==> config.mk <==
export PLATFORM = sky130hd
export DESIGN_NAME = esnf_ctrl
export DESIGN_NICKNAME = d
export VERILOG_FILES = /design/src/rtl/core/esnf_pkg.sv /design/src/rtl/core/esnf_ctrl.sv
export SDC_FILE = /design/constraint.sdc
export NUM_CORES = 1
export LEC_CHECK = 0
export ABC_AREA = 1
export BUFFER_PORTS_ARGS = -buffer_cell sky130_fd_sc_hd__buf_2
export CORE_UTILIZATION = 42
export DETAILED_ROUTE_END_ITERATION = 16
export PLACE_DENSITY = 0.77
export SETUP_SLACK_MARGIN = 0.15
export SYNTH_ARGS = -nofsm -noshare
export SYNTH_HDL_FRONTEND = slang
export SYNTH_SLANG_ARGS = --single-unit
==> constraint.sdc <==
create_clock -name clk -period 1.6 [get_ports clk]
set_input_delay 0 -clock clk [delete_from_list [all_inputs] [get_ports clk]]
set_output_delay 0 -clock clk [all_outputs]
set_load 0.05 [all_outputs]
==> src/rtl/core/esnf_pkg.sv <==
// shared constants and controller/datapath interface types for the safe node finder
`timescale 1ns / 1ps
package esnf_pkg;
	localparam int MaxNodesDef = 1024;
	localparam int MaxEdgesDef = 4096;
	localparam int NodeW = 10;
	localparam int CountW = 11;
	localparam int WordIdxW = 4;
	localparam int MaskW = 64;
	localparam int OutLimit = 1024;

	localparam logic OP_ADD = 1'b0;
	localparam logic OP_RUN = 1'b1;

	// controller to datapath
	typedef struct packed {
		logic add_edge;
		logic root_clear;
		logic root_next;
		logic root_start;
		logic edge_rd;
		logic edge_eval;
		logic abandon;
		logic out_start;
		logic out_clr;
		logic out_rd;
		logic out_next;
		logic clr_start;
		logic clr_step;
		logic run_done;
	} esnf_cmd_t;

	// datapath to controller
	typedef struct packed {
		logic root_end;
		logic root_visited;
		logic stack_empty;
		logic edge_end;
		logic edge_match;
		logic tgt_unvisited;
		logic tgt_on_path;
		logic stack_full;
		logic out_last_word;
		logic out_last_bit;
		logic clr_end;
	} esnf_sts_t;
endpackage

==> src/rtl/core/esnf_ctrl.sv <==
// sequencing state machine for loading, walking, emitting and clearing
`timescale 1ns / 1ps
module esnf_ctrl (
	input  logic                clk,
	input  logic                arst_n,
	input  logic                in_valid,
	output logic                in_stall,
	input  logic                op,
	output logic                out_valid,
	input  logic                out_stall,
	output esnf_pkg::esnf_cmd_t cmd,
	input  esnf_pkg::esnf_sts_t sts
);
	import esnf_pkg::*;

	localparam logic [3:0] S_CLR   = 4'd0;
	localparam logic [3:0] S_IDLE  = 4'd1;
	localparam logic [3:0] S_RCHK  = 4'd2;
	localparam logic [3:0] S_RWAIT = 4'd3;
	localparam logic [3:0] S_RDEC  = 4'd4;
	localparam logic [3:0] S_ERD   = 4'd5;
	localparam logic [3:0] S_EWAIT = 4'd6;
	localparam logic [3:0] S_EEVAL = 4'd7;
	localparam logic [3:0] S_POP   = 4'd8;
	localparam logic [3:0] S_OBIT  = 4'd9;
	localparam logic [3:0] S_OFIN  = 4'd10;
	localparam logic [3:0] S_OSEND = 4'd11;
	localparam logic [3:0] S_WWAIT = 4'd12;

	logic [3:0] state_q, state_d;

	always_comb begin
		cmd = '0;
		state_d = state_q;
		in_stall = 1'b1;
		out_valid = 1'b0;
		case (state_q)
			S_CLR: begin
				cmd.clr_step = 1'b1;
				if (sts.clr_end) state_d = S_IDLE;
			end
			S_IDLE: begin
				in_stall = 1'b0;
				if (in_valid) begin
					if (op == OP_ADD) cmd.add_edge = 1'b1;
					else begin
						cmd.root_clear = 1'b1;
						state_d = S_RCHK;
					end
				end
			end
			S_RCHK: begin
				if (sts.root_end) begin
					cmd.out_start = 1'b1;
					cmd.out_clr = 1'b1;
					state_d = S_OBIT;
				end else state_d = S_RWAIT;
			end
			S_RWAIT: state_d = S_RDEC;
			S_RDEC: begin
				if (sts.root_visited) begin
					cmd.root_next = 1'b1;
					state_d = S_RCHK;
				end else begin
					cmd.root_start = 1'b1;
					state_d = S_ERD;
				end
			end
			S_ERD: begin
				if (sts.stack_empty) begin
					cmd.root_next = 1'b1;
					state_d = S_RCHK;
				end else begin
					cmd.edge_rd = 1'b1;
					if (sts.edge_end) state_d = S_POP;
					else state_d = S_EWAIT;
				end
			end
			S_POP: state_d = S_ERD;
			S_EWAIT: state_d = S_EEVAL;
			S_EEVAL: begin
				// target marks are valid now
				if (sts.edge_match) begin
					cmd.edge_eval = 1'b1;
					state_d = S_ERD;
				end else begin
					cmd.edge_eval = 1'b1;
					state_d = S_ERD;
				end
			end
			S_OBIT: begin
				cmd.out_rd = 1'b1;
				cmd.out_next = !sts.out_last_bit;
				if (sts.out_last_bit) state_d = S_OFIN;
			end
			S_OFIN: state_d = S_WWAIT;
			S_WWAIT: state_d = S_OSEND;
			S_OSEND: begin
				out_valid = 1'b1;
				if (!out_stall) begin
					if (sts.out_last_word) begin
						cmd.run_done = 1'b1;
						cmd.clr_start = 1'b1;
						state_d = S_CLR;
					end else begin
						cmd.out_next = 1'b1;
						cmd.out_clr = 1'b1;
						state_d = S_OBIT;
					end
				end
			end
			default: state_d = S_IDLE;
		endcase
	end

	always_ff @(posedge clk or negedge arst_n) begin
		if (!arst_n) state_q <= S_CLR;
		else state_q <= state_d;
	end
endmodule

==> impl_metrics.json, run 1 <==
{
  "ir_drop_v": 0.00137,
  "grt-ovfl-total": 0,
  "fin_skew_ps": 13.9,
  "pwr-share-clk": 0.093,
  "synth-simple-area-share": 0.654,
  "layout.nets": 148,
  "worstRegToRegCells": 7,
  "synthAdderAreaFrac": 0,
  "fin_crit_sh": 0.931,
  "setup_viol": 0,
  "p_seq_frac": 0.165,
  "worst-path-max-fanout": 7,
  "worstSetupStartpoint": "state_q[0]$_DFFE_PN0P_",
  "synth_top_family_by_area": "simple AND/OR/NAND/NOR gates",
  "timing.rr.start": "state_q[1]$_DFFE_PN0P_",
  "post_synth_instance_area_um2": 561,
  "r2r_setup_slack_ps": 260,
  "diodes": 0,
  "hold_viol_final": 0,
  "cts_tree": "yes",
  "antenna_found_initial": 0,
  "top_layer": "met4",
  "fp-row-count": 12,
  "clkLatencyLatePin_ps": 250,
  "grt_pass1_wl_um": 2550,
  "ys_seq_area_frac": 0.179,
  "io_buffers": 26,
  "die_area_um2": 1480,
  "place_area_um2": 759,
  "hpwl_um": 1270,
  "synth_cells": 97,
  "met2WireLength_um": 931,
  "critPathLaunchType": "flip-flop",
  "cp.arrival_ps": 1490,
  "status": "complete, no violations",
  "power.internal_uw": 633,
  "vias": 731,
  "grt_max_degree": 8,
  "area_growth_pct": 64.3,
  "muxShareOfSynthArea": 0,
  "synth_xor_area_frac": 0,
  "synthDistinctLibCells": 19,
  "reg2reg_to": "state_q[1]$_DFFE_PN0P_",
  "whs_path_depth": 3,
  "grtUsageTotal": 0.262,
  "whs_endpoint": "state_q[1]$_DFFE_PN0P_",
  "p_comb_frac": 0.743,
  "io_pins": 32,
  "synth_compound_gate_area_share": 0.0335,
  "min_period_ps": 1490,
  "cellPowerDensity_nw_per_um2": 1670,
  "worst-setup-path-type": "reg2out",
  "die_h_um": 38.5,
  "gp_congestion": 0.967,
  "setup-tns-final_ps": 0,
  "rsz0062_at_grt": "yes",
  "reg_top3": "state_q x4",
  "min-delay-start": "out_stall",
  "design_area_um2": 921,
  "start_util": 0.479,
  "fp.coreArea_um2": 1170,
  "slew_violations": 0,
  "avgSynthCellArea_um2": 5.78,
  "top_register": "state_q",
  "crit_path_end_kind": "output port",
  "drc_errors": 0,
  "leakagePower_nw": 0.510,
  "wl_met3_um": 84,
  "clock_sinks": 4,
  "wl_per_cell_um": 12.0,
  "maxCapViolations": 0,
  "switchingPower_uw": 907,
  "final_antenna_net_count": 0,
  "firstDrtPassIters": 4,
  "drive_above_1_share": 0.588,
  "routed_wl_um": 1750,
  "worstPathRequired_ps": 1600,
  "synth_seq_cells": 4,
  "met1Wirelength_um": 704,
  "fin_cells": 145,
  "hold_class": "in2reg",
  "swShare": 0.589,
  "clk_pin_slew_ps": 50,
  "largest_reg_flops": 4,
  "cts_buffers": 3,
  "cts_max_level": 1,
  "synthesis.nets": 113,
  "grt_pass1_vias": 615,
  "first_iter_violations": 31,
  "clockBufferDepth": 2,
  "via_per_inst": 5.04,
  "ys_warn_count": 0,
  "die_w_um": 38.5,
  "dp.cells": 136,
  "nFillCells": 83,
  "timing.fmax_mhz": 671,
  "cts_root_buf": "clkbuf_4"
}
cells in the mapped netlist:
library cell	count	area share
nand2_1	31	0.21
nor2_2	10	0.11
inv_1	9	0.060
nand2_2	8	0.089
nand3_1	7	0.062
nor2_1	7	0.047
inv_2	6	0.040
dfrtp_1	4	0.18
buf_4	2	0.027
nand3_2	2	0.036
nor2_4	2	0.040
o21ai_1	2	0.018
conb_1	1	0.0067
nand4_1	1	0.011
nor3_1	1	0.0089
nor3b_1	1	0.013
nor4_1	1	0.011
o21ai_2	1	0.016
or2_4	1	0.016
cells by family (layout without fill, tap and decap cells):
kind of cell | after synthesis | in the layout
simple gates | 72 | 72
buf+inv | 17 | 51
flops | 4 | 4
compound gates | 3 | 3
other cells | 1 | 1
worst max-delay path by stage:
| stage | slack, ps | to |
|---|---|---|
| CTS | 140 | cmd[5] |
| floorplan | 60 | cmd[2] |
| finish | 110 | cmd[5] |
| detailed placement | 230 | cmd[5] |
| global route | 50 | cmd[5] |
| global placement | 250 | cmd[5] |
per-layer routing:
metal | vias up | track usage
li1 | 362 | -
met1 | 337 | 0.311
met2 | 28 | 0.454
met3 | 4 | 0.0407
met4 | 0 | 0.121
met5 | - | 0
area by class of cell:
cell class	count	area (um^2)	share of cell area
Sequential cell	4	105	0.114
Inverter	15	58.8	0.0639
Clock buffer	4	26.3	0.0285
Tap cell	14	17.5	0.0190
Timing Repair Buffer	32	233	0.253
Multi-Input combinational cell	76	480	0.522
power by group through the flow:
stage | combinational [mW] | sequential, mW | clock (mW)
after floorplan | 0.756 | 0.207 | 0
after global placement | 0.923 | 0.221 | 0
after detailed placement | 0.939 | 0.225 | 0
after CTS | 1.00 | 0.240 | 0.146
after global routing | 1.23 | 0.260 | 0.155
final | 1.14 | 0.254 | 0.143
repair_timing:
action                     CTS  global route
hold buffers                 1             0
buffers inserted             1             3
hold endpoints to repair     4             0
pin swaps                    0             3
resized for setup           15            14
setup endpoints to repair    7            13
placed cells by master, fill, tap and decap left out, drive strengths merged:
| master | count |
|---|---|
| nand2 | 39 |
| buf | 30 |
| nor2 | 19 |
| inv | 15 |
| nand3 | 9 |
| clkbuf | 5 |
| dfrtp | 4 |
| o21ai | 3 |
| or2 | 1 |
| nor4 | 1 |
| nor3 | 1 |
| nor3b | 1 |
| nand4 | 1 |
| conb | 1 |
| dlygate4sd3 | 1 |
metrics by stage:
| step | total power, mW | util | worst slack, ps | hold WS [ps] |
|---|---|---|---|---|
| 5_1_grt | 1.65 | 0.786 | 49.4 | 84.6 |
| 3_3_place_gp | 1.14 | 0.649 | 247 | -195 |
| 4_1_cts | 1.39 | 0.725 | 138 | 69.9 |
| 3_5_place_dp | 1.16 | 0.649 | 229 | -194 |
| 2_1_floorplan | 0.963 | - | 58.1 | -296 |
| 6_report | 1.54 | 0.786 | 110 | 72.6 |
worst max-delay path, stage by stage, from the launching register on:
cell     delay [ps]
dfrtp_2         480
nand2_4         110
inv_2            80
nand3_2          80
or2_4           250
o21ai_2          60
buf_6           170
Power figures use the tool's default switching activity.
==> run 2: changes to the inputs <==
- CORE_UTILIZATION: 42 -> 40
- PLACE_DENSITY: 0.77 -> 0.71
- SETUP_SLACK_MARGIN: 0.15 -> 0.3
==> run 2 against run 1 <==
  * Combinational power about the same
  * Critical path type unchanged
  * Largest cell class unchanged
  * Non-clock buffer count grew 3
  * Critical path depth unchanged
  * Global-route usage shrank 1.6 points
  * Sequential share of layout area is 0.86 points lower
  * Register-to-register slack barely moved
  * Power hardly changed
  * First-iteration DRC count shrank 55%
  * Highest routed layer unchanged
==> impl_metrics.json, run 2 (synthesis gave the netlist of run 1 again) <==
{
  "status": "complete, no violations",
  "nFillCells": 121,
  "grt-ovfl-total": 0,
  "hold_class": "in2reg",
  "routed_wl_um": 1670,
  "setup-tns-final_ps": 0,
  "min_period_ps": 1420,
  "final-seq-area_um2": 105,
  "crit_buf_inv": 2,
  "via_per_inst": 4.95,
  "die_area_um2": 1560,
  "crit_path_end_kind": "output port",
  "worstSetupStartpoint": "state_q[1]$_DFFE_PN0P_",
  "final_util": 0.765,
  "cts_tree": "yes",
  "grt_pass1_vias": 637,
  "drive_above_1_share": 0.612,
  "vias": 737,
  "critPathLaunchType": "flip-flop",
  "fin_skew_ps": 3.23,
  "clkLatencyLatePin_ps": 240,
  "crit_family": "flip-flops",
  "path_depth": 6,
  "wl_met3_um": 96,
  "reg_top3": "state_q x4",
  "clockBufferDepth": 2,
  "die_w_um": 39.4,
  "area_growth_pct": 77.7,
  "hold_slack_ps": 70.4,
  "max_stage_delay_ps": 450,
  "worstPathCellList": "nand2_4 > inv_4 > nand3_2 > or2_4 > o21ai_2 > buf_6",
  "maxCapViolations": 0,
  "hpwl_um": 1150,
  "layout_commonest_cell": "nand2_1",
  "reg2reg_to": "state_q[1]$_DFFE_PN0P_",
  "worst-setup-path-type": "reg2out",
  "final_antenna_net_count": 0,
  "gp_congestion": 0.914,
  "hold_viol_final": 0,
  "grt_pass1_wl_um": 2590,
  "cp-endpoint": "cmd[5]",
  "leakagePower_nw": 0.528,
  "grt_max_degree": 7,
  "io_pins": 32,
  "clock_sinks": 4,
  "cellPowerDensity_nw_per_um2": 1550,
  "fp.coreArea_um2": 1300,
  "cts_buffers": 3,
  "multi_input_area_um2": 489,
  "rsz0062_at_grt": "yes",
  "met1Wirelength_um": 616,
  "fin_crit_sh": 0.890,
  "top_layer": "met4",
  "ir_drop_v": 0.000951,
  "worst-path-max-fanout": 5,
  "firstDrtPassIters": 5,
  "met2WireLength_um": 944,
  "final_cell_mix": "28 x nand2_1, 11 x buf_2, 10 x buf_6, 10 x buf_4",
  "antenna_found_initial": 0,
  "first_iter_violations": 14,
  "cts_root_buf": "clkbuf_4",
  "slew_violations": 0,
  "worstPathRequired_ps": 1600,
  "cts_max_level": 1,
  "timing.rr.start": "state_q[0]$_DFFE_PN0P_",
  "setup_viol": 0,
  "cp_slowest_cell": "dfrtp_2",
  "r2r_setup_slack_ps": 250,
  "largest_reg_flops": 4,
  "drc_errors": 0,
  "clk_pin_slew_ps": 40,
  "die_h_um": 39.4,
  "worstRegToRegCells": 6,
  "wl_per_cell_um": 11.2,
  "timing.fmax_mhz": 702,
  "io_buffers": 26,
  "diodes": 0,
  "grtUsageTotal": 0.246,
  "cp.arrival_ps": 1420,
  "layout.nets": 151,
  "top_register": "state_q",
  "start_util": 0.431,
  "fp-row-count": 13
}
==> run 2: cell count changes in the layout (fill, tap and decap cells not counted), moves of 2 or more <==
cell,before,now
buf_6,4,10
nor2_1,5,3
buf_2,18,11
buf_8,1,3
buf_4,6,10
==> run 2: final cells by class <==
cell class | count | area share
clock buffers | 4 | 0.0264
inverters | 15 | 0.0590
multi-input cells | 76 | 0.491
flip-flops and latches | 4 | 0.106
well taps | 15 | 0.0188
repair buffers | 35 | 0.299
==> run 2: what timing repair did <==
item | 4_1_cts | 5_1_grt
hold buffers | 1 | 0
hold endpoints to repair | 4 | 0
setup endpoints to repair | 16 | 19
resized for setup | 34 | 14
pin swaps | 4 | 3
setup buffers | 6 | 1
==> run 2: per-stage QoR <==
step / instances / setup WS (ps) / instance area, um^2 / total power, mW
5_1_grt: 149 / 99.4 / 996 / 1.66
3_3_place_gp: 137 / 220 / 768 / 1.15
6_report: 149 / 176 / 996 / 1.54
3_5_place_dp: 137 / 219 / 768 / 1.16
2_1_floorplan: 97 / 58.1 / 631 / 0.971
4_1_cts: 148 / 174 / 953 / 1.48
==> run 2: worst reg2reg max path, delay by kind of cell, from the launching register on <==
kind	cells	cell delay, ps
AOI/OAI and AO/OA	1	210
DFF	1	460
and+or+nand+nor	5	560
==> run 2: where the power goes <==
part / total (mW) / internal, mW / switching, mW
Sequential: 0.244 / 0.149 / 0.0956
Clock: 0.138 / 0.0938 / 0.0439
Combinational: 1.16 / 0.409 / 0.749
Total: 1.54 / 0.651 / 0.889
==> run 2: routing by layer <==
layer  up-vias  global-route usage
li1        368                   -
met1       332               0.259
met2        35               0.500
met3         2              0.0170
met4         0              0.0690
met5         -                   0
==> run 2: worst min path at each step <==
stage	start	endpoint	slack (ps)	depth (start not counted)
6_report	out_stall	state_q[1]$_DFFE_PN0P_	70	3
3_5_place_dp	arst_n	state_q[3]$_DFFE_PN0P_	-190	1
3_3_place_gp	arst_n	state_q[3]$_DFFE_PN0P_	-200	1
2_1_floorplan	arst_n	state_q[0]$_DFFE_PN0P_	-300	0
4_1_cts	out_stall	state_q[1]$_DFFE_PN0P_	70	3
5_1_grt	out_stall	state_q[1]$_DFFE_PN0P_	80	3
==> run 3: changes to the inputs <==
- CORE_UTILIZATION: 40 -> 38
- PLACE_DENSITY: 0.71 -> 0.7
- clock period: 1.6 -> 1.15 ns (I/O delays scaled with it)
==> run 3 against run 2 <==
  * The flow now stops in global routing (5_1_grt)
  * Synthesized area did not move
  * Synthesized cell count unchanged
==> impl_metrics.json, run 3 <==
{
  "status": "aborted with a tool error",
  "haltStage": "global routing (5_1_grt)",
  "firstError": "[ERROR DPL-0038] Utilization greater than 100%, impossible to legalize",
  "synth.area.top_cells": "nand2_1 21%, dfrtp_1 18%, nor2_2 11%",
  "fp-row-count": 13,
  "worst-ep-kind": "primary output",
  "avgSynthCellArea_um2": 5.78,
  "cts_max_level": 1,
  "cts_root_buf": "clkbuf_4",
  "ys_seq_area_frac": 0.179,
  "yosysMostFrequentCell": "nand2_1",
  "synth_seq_cells": 4,
  "place_area_um2": 921,
  "synth_top_area_frac": 0.208,
  "pre_cts_ws_ps": -159,
  "synth_edf_count": 0,
  "synthesis.nets": 113,
  "gp_congestion": 0.913,
  "grt_max_degree": 8,
  "io_buffers": 26,
  "clock_sinks": 4,
  "worst_endpoint": "cmd[5]",
  "hpwl_um": 1330,
  "io_pins": 32,
  "synth_top_cell_by_area": "nand2_1",
  "clockBufferDepth": 2,
  "synth_cells": 97,
  "start_util": 0.420,
  "cts_buffers": 3,
  "ys_top_cells_by_count": "31 x nand2_1, 10 x nor2_2, 9 x inv_1, 8 x nand2_2",
  "dp.cells": 150,
  "die_w_um": 40.4,
  "die_h_um": 40.4,
  "synthDistinctLibCells": 19,
  "synth_ff_type": "dfrtp_1",
  "synthArstFlopShare": 1.00,
  "ys_warn_count": 0,
  "post_synth_instance_area_um2": 561
}
## run 3: cell counts after synthesis
Identical to the previous run, type by type.
## run 3: repair_timing
item | CTS
buffers inserted | 10
hold buffers | 1
gates resized for setup | 53
pin swaps | 14
setup endpoints to repair | 19
gates cloned | 0
hold endpoints to repair | 4
## run 3: logic make-up after synthesis
kind of cell,Yosys count,share of synthesized area
simple gates,72,0.654
flops,4,0.179
compound gates,3,0.0335
other cells,1,0.00669
buf+inv,17,0.127
## run 3: metrics by stage
step	hold WS (ps)	utilization	setup TNS [ps]
2_1_floorplan	-296	-	-2190
3_3_place_gp	-196	0.690	-1380
3_5_place_dp	-194	0.690	-1540
4_1_cts	89.7	0.913	-3510
==> run 4: changes to the inputs <==
- CORE_AREA: default -> 2 2 63 65
- CORE_UTILIZATION: 38 -> default
- DIE_AREA: default -> 0 0 65 67
- PLACE_DENSITY: 0.7 -> default
- PLACE_DENSITY_LB_ADDON: default -> 0.15
- SETUP_SLACK_MARGIN: 0.3 -> default
- clock period: 1.15 -> 1.5 ns (I/O delays scaled with it)
==> run 4 against run 3 <==
  * The flow now finishes without violations
==> impl_metrics.json, run 4 (synthesis gave the netlist of run 1 again) <==
{
  "cts_tree": "yes",
  "routed_wl_um": 1710,
  "final-seq-area_um2": 105,
  "maxCapViolations": 0,
  "layout.nets": 149,
  "multi_input_area_um2": 442,
  "fin_total_pwr_mw": 1.57,
  "area_growth_pct": 64.3,
  "met1Wirelength_um": 749,
  "timing.fmax_mhz": 702,
  "firstDrtPassIters": 3,
  "cellPowerDensity_nw_per_um2": 1710,
  "clockBufferDepth": 2,
  "worstRegToRegCells": 9,
  "path_depth": 5,
  "io_buffers": 26,
  "top_register": "state_q",
  "drc_errors": 0,
  "worst-setup-path-type": "reg2out",
  "pre_cts_ws_ps": 76.8,
  "dp.cells": 172,
  "layout_commonest_cell": "nand2_1",
  "crit_path_end_kind": "output port",
  "leakagePower_nw": 0.496,
  "whs_path_depth": 3,
  "min_period_ps": 1430,
  "worstPathCellList": "nor2_2 > buf_4 > nand2_2 > nor3b_4 > buf_6",
  "wl_per_cell_um": 9.53,
  "io_pins": 32,
  "final_util": 0.255,
  "min-delay-start": "out_stall",
  "largest_reg_flops": 4,
  "die_h_um": 67,
  "nFillCells": 426,
  "grt_pass1_wl_um": 2690,
  "via_per_inst": 3.75,
  "die_w_um": 65,
  "fin_skew_ps": 2.57,
  "timing.rr.start": "state_q[3]$_DFFE_PN0P_",
  "clock_sinks": 4,
  "start_util": 0.155,
  "fin_crit_sh": 0.950,
  "cp.arrival_ps": 1430,
  "setup-tns-final_ps": 0,
  "cts_buffers": 3,
  "hpwl_um": 1460,
  "diodes": 0,
  "grt-ovfl-total": 0,
  "hold_class": "in2reg",
  "critPathLaunchType": "flip-flop",
  "fp.coreArea_um2": 3610,
  "max_stage_delay_ps": 440,
  "final_cell_mix": "30 x nand2_1, 18 x buf_2",
  "met2WireLength_um": 893,
  "status": "complete, no violations",
  "clk_pin_slew_ps": 30,
  "crit_family": "flip-flops",
  "cts_max_level": 1,
  "crit_buf_inv": 2,
  "hold_viol_final": 0,
  "wl_met3_um": 35,
  "slew_violations": 0,
  "setup_slack_ps": 74.8,
  "setup_viol": 0,
  "antenna_found_initial": 0,
  "vias": 672,
  "worstSetupStartpoint": "state_q[2]$_DFFE_PN0P_",
  "reg_top3": "state_q x4",
  "gp_congestion": 0.720,
  "cts_root_buf": "clkbuf_8",
  "grtUsageTotal": 0.0824,
  "drive_above_1_share": 0.565,
  "worst-path-max-fanout": 5,
  "worstPathRequired_ps": 1500,
  "cp_slowest_cell": "dfrtp_2",
  "die_area_um2": 4360,
  "clkLatencyLatePin_ps": 210,
  "grt_max_degree": 8,
  "final_antenna_net_count": 0,
  "grt_pass1_vias": 631,
  "ir_drop_v": 0.000284,
  "fp-row-count": 22,
  "fin_cells": 179,
  "first_iter_violations": 29,
  "top_layer": "met4"
}
## run 4: per-layer routing
layer	vias to the layer above	global-route usage
met1	297	0.0961
met2	9	0.143
met5	-	0
met4	0	0.0559
met3	2	0.00676
li1	364	-
## run 4: power by group
group	internal, mW	switching (mW)	total [mW]
clock	0.171	0.0500	0.221
sequential	0.159	0.0954	0.254
combinational	0.356	0.740	1.10
total	0.685	0.885	1.57
## run 4: path summary, 6_finish.rpt
kind / end / slack, ps
setup / recovery: cmd[13] / 70
hold / removal: state_q[1]$_DFFE_PN0P_ / 90
setup reg to reg: state_q[0]$_DFFE_PN0P_ / 120
hold reg to reg: state_q[2]$_DFFE_PN0P_ / 750
max in group asynchronous: state_q[0]$_DFFE_PN0P_ / 1250
min in group asynchronous: state_q[2]$_DFFE_PN0P_ / 120
## run 4: per-stage QoR
stage | hold slack (ps) | instance area [um^2]
6_report | 89.2 | 921
5_1_grt | 102 | 921
4_1_cts | 92.3 | 867
3_5_place_dp | -192 | 801
3_3_place_gp | -193 | 801
2_1_floorplan | -296 | 603
## run 4: final cells by class
| type | count | area share |
|---|---|---|
| inverter | 15 | 0.0611 |
| clock buffer | 3 | 0.0448 |
| timing repair buffer | 33 | 0.235 |
| multi-input combinational | 76 | 0.480 |
| tap | 48 | 0.0652 |
| sequential | 4 | 0.114 |
## run 4: worst register-to-register path, stage by stage, from the launching register on
cell and delay, ps:
dfrtp_2 430, inv_1 130, nor2_4 60, buf_4 140, nand2_1 50, nand2_1 40, nor2_1 190, nand3_1 100
nand2_1 70, nand2_1 50
## run 4: repair_timing
| item | in CTS | in global routing |
|---|---|---|
| setup buffers | 0 | 3 |
| pin swaps | 0 | 1 |
| endpoints found under the hold margin | 4 | 0 |
| gates resized for setup | 6 | 14 |
| setup endpoints to repair | 6 | 9 |
| hold buffers | 1 | 0 |
